--- src/rtl/psplim_pkg.sv ---
package psplim_pkg;

    localparam int TABLE_ENTRIES = 16;
    localparam int IDX_W         = (TABLE_ENTRIES > 1) ? $clog2(TABLE_ENTRIES) : 1;
    localparam int USED_W        = $clog2(TABLE_ENTRIES + 1);
    localparam int ADDR_W        = 32;
    localparam int CNT_W         = 8;

    localparam logic [CNT_W-1:0] LIMIT_RESET = CNT_W'(3);
    localparam logic [CNT_W-1:0] FIRST_COUNT = CNT_W'(1);

    localparam logic [1:0] ST_ADDED   = 2'd0;
    localparam logic [1:0] ST_COUNTED = 2'd1;
    localparam logic [1:0] ST_BLOCKED = 2'd2;
    localparam logic [1:0] ST_FULL    = 2'd3;

    typedef logic [ADDR_W-1:0] t_addr;
    typedef logic [CNT_W-1:0]  t_cnt;

endpackage

--- src/rtl/per_source_packet_limiter.sv ---
// Per-source packet limiter.
// Input channel: i_in_valid / o_in_stall carries one word, the packet's
// source address. Output channel: o_out_valid / i_out_stall carries one
// word per input word: o_forward and o_status (added, counted, blocked,
// table full). A word moves at a rising edge with valid high, stall low.
// i_cfg_we writes i_cfg_data into the packet limit; write only when idle.
// One item at a time: after acceptance the table is read one entry per
// cycle through its single read port, compared, then updated. The scan
// stops at the matching entry; a miss reads every occupied entry.
// The result lands in an output register, so the next word may be taken
// while it waits; if the receiver still stalls when the next result is
// ready, the block holds in its decide step and the table is untouched.
// Reset (synchronous, active low) empties the table, sets the limit to 3
// and drops the output valid; table contents are not cleared, only
// occupied entries are ever compared.
module per_source_packet_limiter (
    input  logic                      i_clk,
    input  logic                      i_rst_n,
    input  logic                      i_in_valid,
    output logic                      o_in_stall,
    input  psplim_pkg::t_addr         i_source_address,
    output logic                      o_out_valid,
    input  logic                      i_out_stall,
    output logic                      o_forward,
    output logic [1:0]                o_status,
    input  logic                      i_cfg_we,
    input  psplim_pkg::t_cnt          i_cfg_data
);
    import psplim_pkg::*;

    localparam logic [1:0] S_IDLE   = 2'd0;
    localparam logic [1:0] S_SCAN   = 2'd1;
    localparam logic [1:0] S_DECIDE = 2'd2;

    t_addr r_addr_mem [TABLE_ENTRIES];
    t_cnt  r_cnt_mem  [TABLE_ENTRIES];

    logic [1:0]        r_state;
    logic [USED_W-1:0] r_used;
    t_cnt              r_limit;
    t_addr             r_addr;
    logic [USED_W-1:0] r_idx;
    logic              r_pend;
    logic [IDX_W-1:0]  r_pend_idx;
    t_addr             r_rd_addr;
    t_cnt              r_rd_cnt;
    logic              r_hit;
    logic [IDX_W-1:0]  r_slot;
    t_cnt              r_cnt;
    logic              r_out_valid;
    logic              r_forward;
    logic [1:0]        r_status;

    logic              issue;
    logic              match;
    logic              out_free;
    logic              leave;
    logic              full;
    logic              blocked;
    logic              wr_addr_en;
    logic              wr_cnt_en;
    logic [IDX_W-1:0]  wr_idx;
    t_cnt              wr_cnt;
    logic              n_forward;
    logic [1:0]        n_status;

    assign issue    = (r_state == S_SCAN) && (r_idx != r_used);
    assign match    = r_pend && (r_rd_addr == r_addr);
    assign out_free = !r_out_valid || !i_out_stall;
    assign leave    = (r_state == S_DECIDE) && out_free;
    assign full     = (r_used == USED_W'(TABLE_ENTRIES));
    assign blocked  = r_hit && (r_cnt >= r_limit);
    assign wr_idx   = r_hit ? r_slot : r_used[IDX_W-1:0];

    always_comb begin
        wr_addr_en = 1'b0;
        wr_cnt_en  = 1'b0;
        wr_cnt     = FIRST_COUNT;
        n_forward  = 1'b1;
        n_status   = ST_FULL;
        if (!r_hit) begin
            if (!full) begin
                wr_addr_en = leave;
                wr_cnt_en  = leave;
                n_status   = ST_ADDED;
            end
        end else if (blocked) begin
            n_forward = 1'b0;
            n_status  = ST_BLOCKED;
        end else begin
            wr_cnt_en = leave;
            wr_cnt    = r_cnt + FIRST_COUNT;
            n_status  = ST_COUNTED;
        end
    end

    // table: one write port, one registered read port
    always_ff @(posedge i_clk) begin
        if (wr_addr_en) begin
            r_addr_mem[wr_idx] <= r_addr;
        end
        if (wr_cnt_en) begin
            r_cnt_mem[wr_idx] <= wr_cnt;
        end
        r_rd_addr <= r_addr_mem[r_idx[IDX_W-1:0]];
        r_rd_cnt  <= r_cnt_mem[r_idx[IDX_W-1:0]];
    end

    always_ff @(posedge i_clk) begin
        if (!i_rst_n) begin
            r_state     <= S_IDLE;
            r_used      <= '0;
            r_limit     <= LIMIT_RESET;
            r_pend      <= 1'b0;
            r_out_valid <= 1'b0;
        end else begin
            if (i_cfg_we) begin
                r_limit <= i_cfg_data;
            end
            if (leave) begin
                r_out_valid <= 1'b1;
            end else if (r_out_valid && !i_out_stall) begin
                r_out_valid <= 1'b0;
            end
            unique case (r_state)
                S_IDLE: begin
                    r_pend <= 1'b0;
                    if (i_in_valid) begin
                        r_addr  <= i_source_address;
                        r_idx   <= '0;
                        r_state <= S_SCAN;
                    end
                end
                S_SCAN: begin
                    r_pend     <= issue && !match;
                    r_pend_idx <= r_idx[IDX_W-1:0];
                    if (issue) begin
                        r_idx <= r_idx + USED_W'(1);
                    end
                    if (match) begin
                        r_hit   <= 1'b1;
                        r_slot  <= r_pend_idx;
                        r_cnt   <= r_rd_cnt;
                        r_state <= S_DECIDE;
                    end else if (!issue) begin
                        r_hit   <= 1'b0;
                        r_state <= S_DECIDE;
                    end
                end
                S_DECIDE: begin
                    if (out_free) begin
                        r_forward   <= n_forward;
                        r_status    <= n_status;
                        if (!r_hit && !full) begin
                            r_used <= r_used + USED_W'(1);
                        end
                        r_state <= S_IDLE;
                    end
                end
                default: begin
                    r_state <= S_IDLE;
                end
            endcase
        end
    end

    assign o_in_stall  = (r_state != S_IDLE);
    assign o_out_valid = r_out_valid;
    assign o_forward   = r_forward;
    assign o_status    = r_status;

    a_used_bound: assert property (@(posedge i_clk) disable iff (!i_rst_n)
        r_used <= USED_W'(TABLE_ENTRIES))
        else $error("occupancy beyond table size");

    a_fwd_status: assert property (@(posedge i_clk) disable iff (!i_rst_n)
        o_out_valid |-> (o_forward == (o_status != ST_BLOCKED)))
        else $error("forward disagrees with status");

    a_used_grow: assert property (@(posedge i_clk) disable iff (!i_rst_n)
        (r_used != $past(r_used)) |->
            (o_out_valid && o_status == ST_ADDED && r_used == $past(r_used) + USED_W'(1)))
        else $error("occupancy changed without an added entry");

endmodule

--- config.mk ---
export PLATFORM = sky130hd
export DESIGN_NAME = per_source_packet_limiter
export DESIGN_NICKNAME = d
export VERILOG_FILES = /design/src/rtl/psplim_pkg.sv /design/src/rtl/per_source_packet_limiter.sv
export SDC_FILE = /design/constraint.sdc
export NUM_CORES = 1
export LEC_CHECK = 0
export BUFFER_PORTS_ARGS = -buffer_cell sky130_fd_sc_hd__buf_2
export CAP_MARGIN = 20
export CORE_MARGIN = 2
export CORE_UTILIZATION = 35
export DETAILED_ROUTE_END_ITERATION = 6
export SLEW_MARGIN = 20
export SYNTH_ARGS = -nofsm -noshare
export SYNTH_HDL_FRONTEND = slang
export SYNTH_SLANG_ARGS = --single-unit
--- constraint.sdc ---
create_clock -name i_clk -period 5.6 [get_ports i_clk]
set_clock_uncertainty 0.1 [all_clocks]
set_input_delay 1.12 -clock i_clk [delete_from_list [all_inputs] [get_ports i_clk]]
set_output_delay 1.12 -clock i_clk [all_outputs]
set_load 0.05 [all_outputs]
; ---- Yosys cells after proc, flatten, opt, wreduce, memory -nomap -nowiden
; Memory sizes are Yosys's and may differ from the RTL's. A register that Yosys moved wholly into a read port is not among the register bits.
; Cells that the tools add are included.
[op_classes]
n_addsub = 3
mul = 0
div_mod_pow = 0
n_lt_le_gt_ge = 1
n_eq_ne = 10
shift = 0
mux = 27
bitwise = 0
reduce_logical = 25
[op_table]
columns = cell, count
row1 = 32-bit equality test, 1
row2 = 3-bit AND reduction, 6
row3 = 8-bit 2-to-1 mux, 2
row4 = 2-bit 2-to-1 mux, 7
row5 = 1-bit 2-to-1 mux, 12
row6 = "5-bit by 1-bit adder with 5-bit output, second input constant", 2
row7 = 5-bit 2-to-1 mux, 2
row8 = 5-bit case mux with 2 select lines, 1
row9 = "8-bit by 1-bit adder with 8-bit output, second input constant", 1
row10 = 8-bit greater-or-equal comparator, 1
row11 = 1-bit logical AND, 7
row12 = "2-bit != test, second input constant", 3
row13 = 2-bit case mux with 3 select lines, 1
row14 = 2-bit nonzero test, 3
row15 = "5-bit equality test, second input constant", 1
row16 = 1-bit zero test, 5
row17 = 5-bit != test, 1
row18 = 4-bit 2-to-1 mux, 1
row19 = 4-bit AND reduction, 1
row20 = "3-bit != test, second input constant", 1
row21 = "2-bit by 1-bit equality test with 1-bit output, second input constant", 1
row22 = "2-bit equality test, second input constant", 1
row23 = 2-bit zero test, 1
row24 = "2-bit by 1-bit != test with 1-bit output, second input constant", 1
row25 = 3 further kinds, 3
[totals]
regBits = 74
latchBits = 0
ramBits = 640
mem_bits_ro = 0
inputBits = 45
output_inout_bits = 5
word_cells = 81
memories = 2
[memory_table]
columns = name, depth, word_bits, rd, rd_clocked_by_memory_dff, write_ports, line
row1 = r_addr_mem, 16, 32, 1, 1, 1, per_source_packet_limiter.sv:35  ; t_addr r_addr_mem [TABLE_ENTRIES];
row2 = r_cnt_mem, 16, 8, 1, 1, 1, per_source_packet_limiter.sv:36  ; t_cnt r_cnt_mem [TABLE_ENTRIES];

; ---- Depth between registers and ports, before layout
; Gate-level depths: netlist of run 1.
[depth]
depth_word = 7
depth_mapped = 9
depth_no_buf = 7

; ---- Worst setup path after synthesis of run 1
; No wires, ideal clock.
[synth_timing]
kind = input to register
start = in i_rst_n
end = reg r_addr[0] (enable)
setup_time_ns = 0.515
t_arrival_ns = 4.632
t_required_ns = 4.985
slack_ns = 0.353
path_stages = 2
n_path_buf = 0
path_cell_list = inv_1 -> nor4b_1
[synth_between]
elab_chain_len = 1
[synth_rtl]
columns = item, line
row1 = from (decl), per_source_packet_limiter.sv:18  ; input logic i_rst_n,
row2 = 3-bit AND reduction (no line), -
row3 = to (signal assigned), per_source_packet_limiter.sv:129  ; r_addr <= i_source_address;
row4 = to (decl), per_source_packet_limiter.sv:41  ; t_addr r_addr;
; No other way between the ends.
; A chain may end at the register's enable or synchronous reset.

; ---- Worst setup path after layout of run 1
[layout_timing]
start = reg r_used[0]
end = mem r_cnt_mem[14][5] (netlist bit) (enable)
[layout_between]
elab_chain_len = 5
elab_cells_between_ends = 6
cone_classes = 1 x eq/ne / 5 x mux
[layout_rtl]
columns = item, line
row1 = from (decl), per_source_packet_limiter.sv:39  ; logic [USED_W-1:0] r_used;
row2 = from (signal assigned), per_source_packet_limiter.sv:155  ; r_used <= r_used + USED_W'(1);
row3 = 5-bit equality test, per_source_packet_limiter.sv:71  ; assign full = (r_used == USED_W'(TABLE_ENTRIES));
row4 = 1-bit 2-to-1 mux, per_source_packet_limiter.sv:82  ; if (!full) begin
row5 = 1-bit 2-to-1 mux, per_source_packet_limiter.sv:81  ; if (!r_hit) begin
row6 = 1-bit 2-to-1 mux, per_source_packet_limiter.sv:102  ; if (wr_cnt_en) begin
row7 = 1-bit 2-to-1 mux (implied by the code), per_source_packet_limiter.sv:103  ; r_cnt_mem[wr_idx] <= wr_cnt;
row8 = to (decl), per_source_packet_limiter.sv:36
; Parallel ways exist; a longest one is shown, timed or not.

==> impl_metrics.csv, run 1 <==
group,metric,value,unit
status,status,"finished, final reports clean",
global_routing,grt_usage,14.98,%
synthesis,synthCells,1260,
cells_and_area,drive_above_1_share,30.80,%
synthesis,avgSynthCellArea,22.65,µm²
detailed_routing,detail-route-antenna-nets,0,
cts,worstSkewPairLatency,0.62,ns
global_routing,grt_pass1_wl,91650,µm
die,core,0.08068,mm²
die,die_h,289.6,µm
detailed_routing,via_per_inst,5.104,
die,start_util,35.38,%
pwr,peakVddDrop,0.0002665,V
detailed_routing,wl_per_cell,24.60,µm
timing,timing.final.crit_share,61.67,%
pwr,p_per_area,416.0,mW/mm²
cells_and_area,antenna_cells,0,
synthesis,seq_area_frac_synth,77.33,%
timing,setup_viol,0,
cts,cts_buffer_depth,3,
cts,cts_made_buffers,79,
timing,slew_violations,0,
setup_path,endpoint_kind,"flop",
detailed_routing,drt-pass1-iter-count,5,
hold_path,hp-class,"flop to flop",
cells_and_area,utilization,41.23,%
global_routing,grt_max_degree,165,
synthesis,synthesis.nets,1317,
synthesis,synthArstFlopShare,0,%
run,drv_cap,0,
cts,cts_max_level,3,
die,die_x,289.6,µm
synthesis,synthTopCellsByArea,"edfxtp_1 73%, mux4_2 16%, dfxtp_1 4.0%",
pwr,leakagePower,10.44,nW
timing,relSlewSlack,24.29,%
synthesis,yosysWarnings,0,
detailed_routing,postRouteWirelength,61690,µm
cts,postCtsHoldBufs,0,
timing,fmax,0.2896,GHz
setup_path,cp_max_fo,16,
synthesis,synth_top_area_share,73.33,%
setup_path,start_kind,"flop",
place,gp_congestion,0.8061,
die,io_pins,50,
synthesis,syn_area,0.02854,mm²
global_routing,grt_pass1_vias,13430,
setup_path,path_class,"flop to flop",
synthesis,synth_seq_cells,754,
timing,finalHoldViolCount,0,
cts,cts-root-buf,"clkbuf_16",
cts,post_cts_buffers,0,
die,rows,104,
timing,fin_crit,3.453,ns
global_routing,antenna_found_initial,1,
timing,grt_setup_unrepaired,"false",
synthesis,synth_edf_count,697,
cts,cts_tree,"yes",
synthesis,ys_types,52,
detailed_routing,drt-initial-drc-count,1264,
detailed_routing,vias,12800,
cells_and_area,n_fill_cell,6977,
cells_and_area,fin_nets,1439,
setup_path,crit_arrival,3.59,ns
setup_path,cp.required,5.74,ns
synthesis,ys.flop_type,"edfxtp_1",
place,portBuffers,49,
place,hpwl,38420,µm
detailed_routing,drc,0,
cts,cts_sinks,754,
timing,finalSetupTns,0,ns
cts,cts_resized,0,
cells_and_area,area_growth,16.54,%
timing,worst_slew_pin_slew,1.136,ns
global_routing,overflow,0,
cts,path_clk_slew,0.06,ns
synthesis,synth_area_leader_cell,"edfxtp_1",
die,dieArea,0.08385,mm²
## final timing paths
kind               startpoint          endpoint  slack [ns]  depth (start not counted)
setup reg to reg    r_used[0]  r_cnt_mem[14][5]        2.15                          7
setup / recovery    r_used[0]  r_cnt_mem[14][5]        2.15                          7
hold / removal    r_rd_cnt[1]          r_cnt[1]        0.31                          0
hold reg to reg   r_rd_cnt[1]          r_cnt[1]        0.31                          0
## layout make-up
cell class	instances	area, µm²	area share [%]
clock buffer	95	2101	6.315
sequential	754	22070	66.35
tap	1060	1326	3.987
timing repair buffer	95	875.8	2.633
inverter	19	71.32	0.2144
clock inverter	52	539.3	1.621
multi-input combinational	433	6280	18.88
## registers in the layout, summed over array words and instances, names as in the netlist, 2 cells and up
register,cells
r_used,5
r_idx,5
r_slot,4
r_pend_idx,4
r_cnt_mem,128
r_rd_addr,32
r_cnt,8
r_limit,8
r_state,2
r_rd_cnt,8
o_status,2
r_addr_mem,512
r_addr,32
## per-stage QoR
| step | hold WS, ns | std cells | area [µm²] | power [mW] | setup WS [ns] |
|---|---|---|---|---|---|
| 6_report | 0.3068 | 2508 | 33260 | 13.84 | 2.147 |
| 5_1_grt | 0.3227 | 2508 | 33260 | 14.32 | 1.914 |
| 4_1_cts | 0.3056 | 2499 | 33020 | 14.02 | 2.009 |
| 3_5_place_dp | 0.2921 | 2352 | 30380 | 8.752 | 1.719 |
| 3_3_place_gp | 0.2926 | 2343 | 30190 | 8.738 | 1.682 |
| 2_1_floorplan | 0.2855 | 1260 | 28540 | 8.131 | 0.3529 |
## layout by cell type, fill, tap and decap left out, types with 4 or more instances in the layout
cell type and instances:
clkbuf_1 13, buf_12 15, clkbuf_16 82, nand2b_1 8
mux4_2 200, bufinv_16 9, inv_1 19, nor3_1 12
xor2_1 22, nor4_1 4, xnor2_1 26, nand4_1 9
clkinv_1 17, edfxtp_1 697, mux2i_1 8, buf_2 50
ha_1 12, buf_16 5, buf_4 25, a21oi_1 5
nor2_1 27, nor2_4 16, clkinv_2 15, dfxtp_1 57
nor3_2 11, nand2_1 16, nand3_1 12, a31oi_1 4
## cells by family after synthesis
| family | Yosys count | synth area share (%) |
|---|---|---|
| multiplexers | 208 | 16.06 |
| XOR/XNOR | 48 | 1.473 |
| AND/OR/NAND/NOR | 138 | 2.564 |
| flip-flops | 754 | 77.33 |
| buffers and inverters | 73 | 1.306 |
| AO/OA/AOI/OAI | 27 | 0.7408 |
| adder cells (fa/ha/maj) | 12 | 0.5260 |
## report_power, final
part	total [mW]	leakage (nW)	switching, mW	internal, mW
combinational	1.98	2.37	0.992	0.983
sequential	6.61	6.78	0.189	6.42
clock	5.25	1.29	2.14	3.11
total	13.8	10.4	3.32	10.5
## layer usage
layer  global-route usage, %  routed length, µm  up-vias
met5                       0                  8        -
met4                   3.910               1148        2
met3                   3.046               3332       82
met2                   25.98              32220      391
met1                   19.24              24990     6804
li1                        -                  -     5521
## worst max-delay path: stages (launching register included)
cell,delay [ns]
dfxtp_1,0.48
inv_1,0.13
ha_1,0.22
nor4bb_4,0.18
nor4b_4,0.64
a41o_1,0.22
a31oi_4,0.13
nor3_1,0.97
## cells in the mapped netlist (5+ instances only)
cell type / instances
xor2_1: 22
inv_1: 19
nand3_1: 12
clkbuf_1: 23
xnor2_1: 26
a21oi_1: 5
buf_6: 10
nor2_1: 43
edfxtp_1: 697
nand2b_1: 8
ha_1: 12
dfxtp_1: 57
mux2i_1: 8
nor3_1: 23
buf_2: 16
mux4_2: 200
nand2_1: 16
nand4_1: 9
Power figures use the tool's default switching activity.
==> inputs of run 2 (changes only) <==
- clock period: 5.6 -> 3.2 ns (I/O delays scaled with it)
==> run 2 against run 1 <==
  * Combinational power grew 77%
  * Final area rose by 0.39%
  * First-iteration DRC count down 4.2%
  * Total power is 73% higher
  * Die area is the same
  * Hold slack got worse by 0.22 ns
  * Clock power rose by 70%
  * Critical path type unchanged
  * Critical endpoint is now r_cnt_mem[0][7]
  * Largest power group unchanged
==> impl_metrics.csv, run 2 (synthesis gave the netlist of run 1 again) <==
group,metric,value,unit
timing,fmax,0.3174,GHz
place,postPlaceCellArea,0.03081,mm²
die,core,0.08068,mm²
setup_path,crit_arrival,3.29,ns
setup_path,path_class,"flop to flop",
global_routing,grt_usage,14.86,%
cts,cts_buffer_depth,3,
detailed_routing,postRouteWirelength,61260,µm
place,portBuffers,49,
pwr,p_per_area,717.7,mW/mm²
cts,cts_made_buffers,79,
timing,fin_crit,3.151,ns
cts,cts-root-buf,"clkbuf_16",
die,rows,104,
cells_and_area,final_cell_mix,"697 x edfxtp_1, 200 x mux4_2, 81 x clkbuf_16, 67 x buf_4, 57 x dfxtp_1",
cts,cts_tree,"yes",
setup_path,cp_max_fo,14,
die,dieArea,0.08385,mm²
cells_and_area,fin_nets,1478,
status,status,"finished, final reports clean",
cells_and_area,largestRegisters,"r_addr_mem: 512 flops, r_cnt_mem: 128 flops",
cells_and_area,area_growth,17.00,%
detailed_routing,drc,0,
timing,setup_viol,0,
cells_and_area,post-route-cell-area,0.03339,mm²
detailed_routing,detail-route-antenna-nets,0,
setup_path,cp.required,3.34,ns
detailed_routing,drt-pass1-iter-count,5,
place,gp_congestion,0.7917,
cts,postCtsHoldBufs,0,
global_routing,grt_pass1_wl,90800,µm
cts,post_cts_buffers,0,
cells_and_area,layout_commonest_cell,"edfxtp_1",
global_routing,grt_max_degree,51,
cells_and_area,antenna_cells,0,
cells_and_area,largest_reg_flops,512,
global_routing,overflow,0,
global_routing,antenna_found_initial,0,
run,drv_cap,0,
timing,relSlewSlack,29.92,%
detailed_routing,via_per_inst,5.141,
timing,slew_violations,0,
pwr,leakagePower,10.59,nW
cts,path_clk_slew,0.06,ns
cts,cts_max_level,3,
timing,worst_slew_pin_slew,1.043,ns
setup_path,start_kind,"flop",
die,die_x,289.6,µm
cells_and_area,drive_above_1_share,32.06,%
hold_path,hp-class,"primary input to flop",
cts,cts_sinks,754,
timing,timing.final.crit_share,98.46,%
timing,grt_setup_unrepaired,"true",
detailed_routing,vias,13100,
timing,finalHoldViolCount,0,
detailed_routing,wl_per_cell,24.04,µm
place,hpwl,34350,µm
pwr,peakVddDrop,0.0003639,V
die,die_h,289.6,µm
cts,worstSkewPairLatency,0.62,ns
die,io_pins,50,
setup_path,endpoint_kind,"flop",
die,start_util,35.38,%
detailed_routing,drt-initial-drc-count,1211,
cells_and_area,top_register,"r_addr_mem",
timing,holdWs,0.09062,ns
global_routing,grt_pass1_vias,13560,
run 2: metrics by stage:
step / cells / setup WS, ns / util, % / power (mW) / setup TNS (ns)
3_3_place_gp: 2400 / 0.1178 / 38.19 / 15.30 / 0
4_1_cts: 2548 / 0.02001 / 41.36 / 24.26 / 0
5_1_grt: 2548 / -0.1213 / 41.39 / 24.87 / -3.371
3_5_place_dp: 2400 / 0.02742 / 38.19 / 15.32 / 0
2_1_floorplan: 1260 / -0.4565 / - / 14.23 / -102.33
6_report: 2548 / 0.04926 / 41.39 / 23.97 / 0
run 2: metal layers:
| metal | track usage [%] | up-vias | part of all wire [%] |
|---|---|---|---|
| met5 | 0 | - | 0 |
| met2 | 23.68 | 402 | 48 |
| met4 | 3.795 | 0 | 1.9 |
| met1 | 21.12 | 6996 | 44 |
| li1 | - | 5610 | - |
| met3 | 2.826 | 90 | 5.4 |
run 2: cell type report:
type / instances / area, µm²
Tap cell: 1060 / 1326
Fill cell: 6932 / 47280
Clock inverter: 30 / 276.5
Inverter: 19 / 71.32
Clock buffer: 118 / 2276
Sequential cell: 754 / 22070
Multi-Input combinational cell: 433 / 6264
Timing Repair Buffer: 134 / 1109
run 2: power breakdown:
group          switching, mW  internal (mW)  leakage [nW]
sequential             0.315           11.2          6.78
combinational           1.69           1.82          2.56
clock                   3.71           5.20          1.25
total                   5.71           18.3          10.6
run 2: worst paths after layout:
path | start | endpoint | slack [ns] | depth (start not counted)
hold / removal | i_source_address[17] | r_addr[17] | 0.09 | 1
setup reg to reg | r_cnt[0] | r_cnt_mem[0][7] | 0.05 | 7
setup / recovery | r_cnt[0] | r_cnt_mem[0][7] | 0.05 | 7
hold reg to reg | r_rd_cnt[2] | r_cnt[2] | 0.30 | 0
run 2: critical path, cell delays in order (launching register included):
cell	delay [ns]
edfxtp_1	0.43
inv_1	0.10
ha_1	0.22
nand2b_1	0.14
a211oi_1	0.27
o311a_1	0.29
a31oi_4	0.28
nor3_1	0.93
run 2: what timing repair did:
action,4_1_cts,5_1_grt
gates resized for setup,1,2
setup endpoints to repair,2,48
endpoints found under the hold margin,0,0
pin swaps,0,0
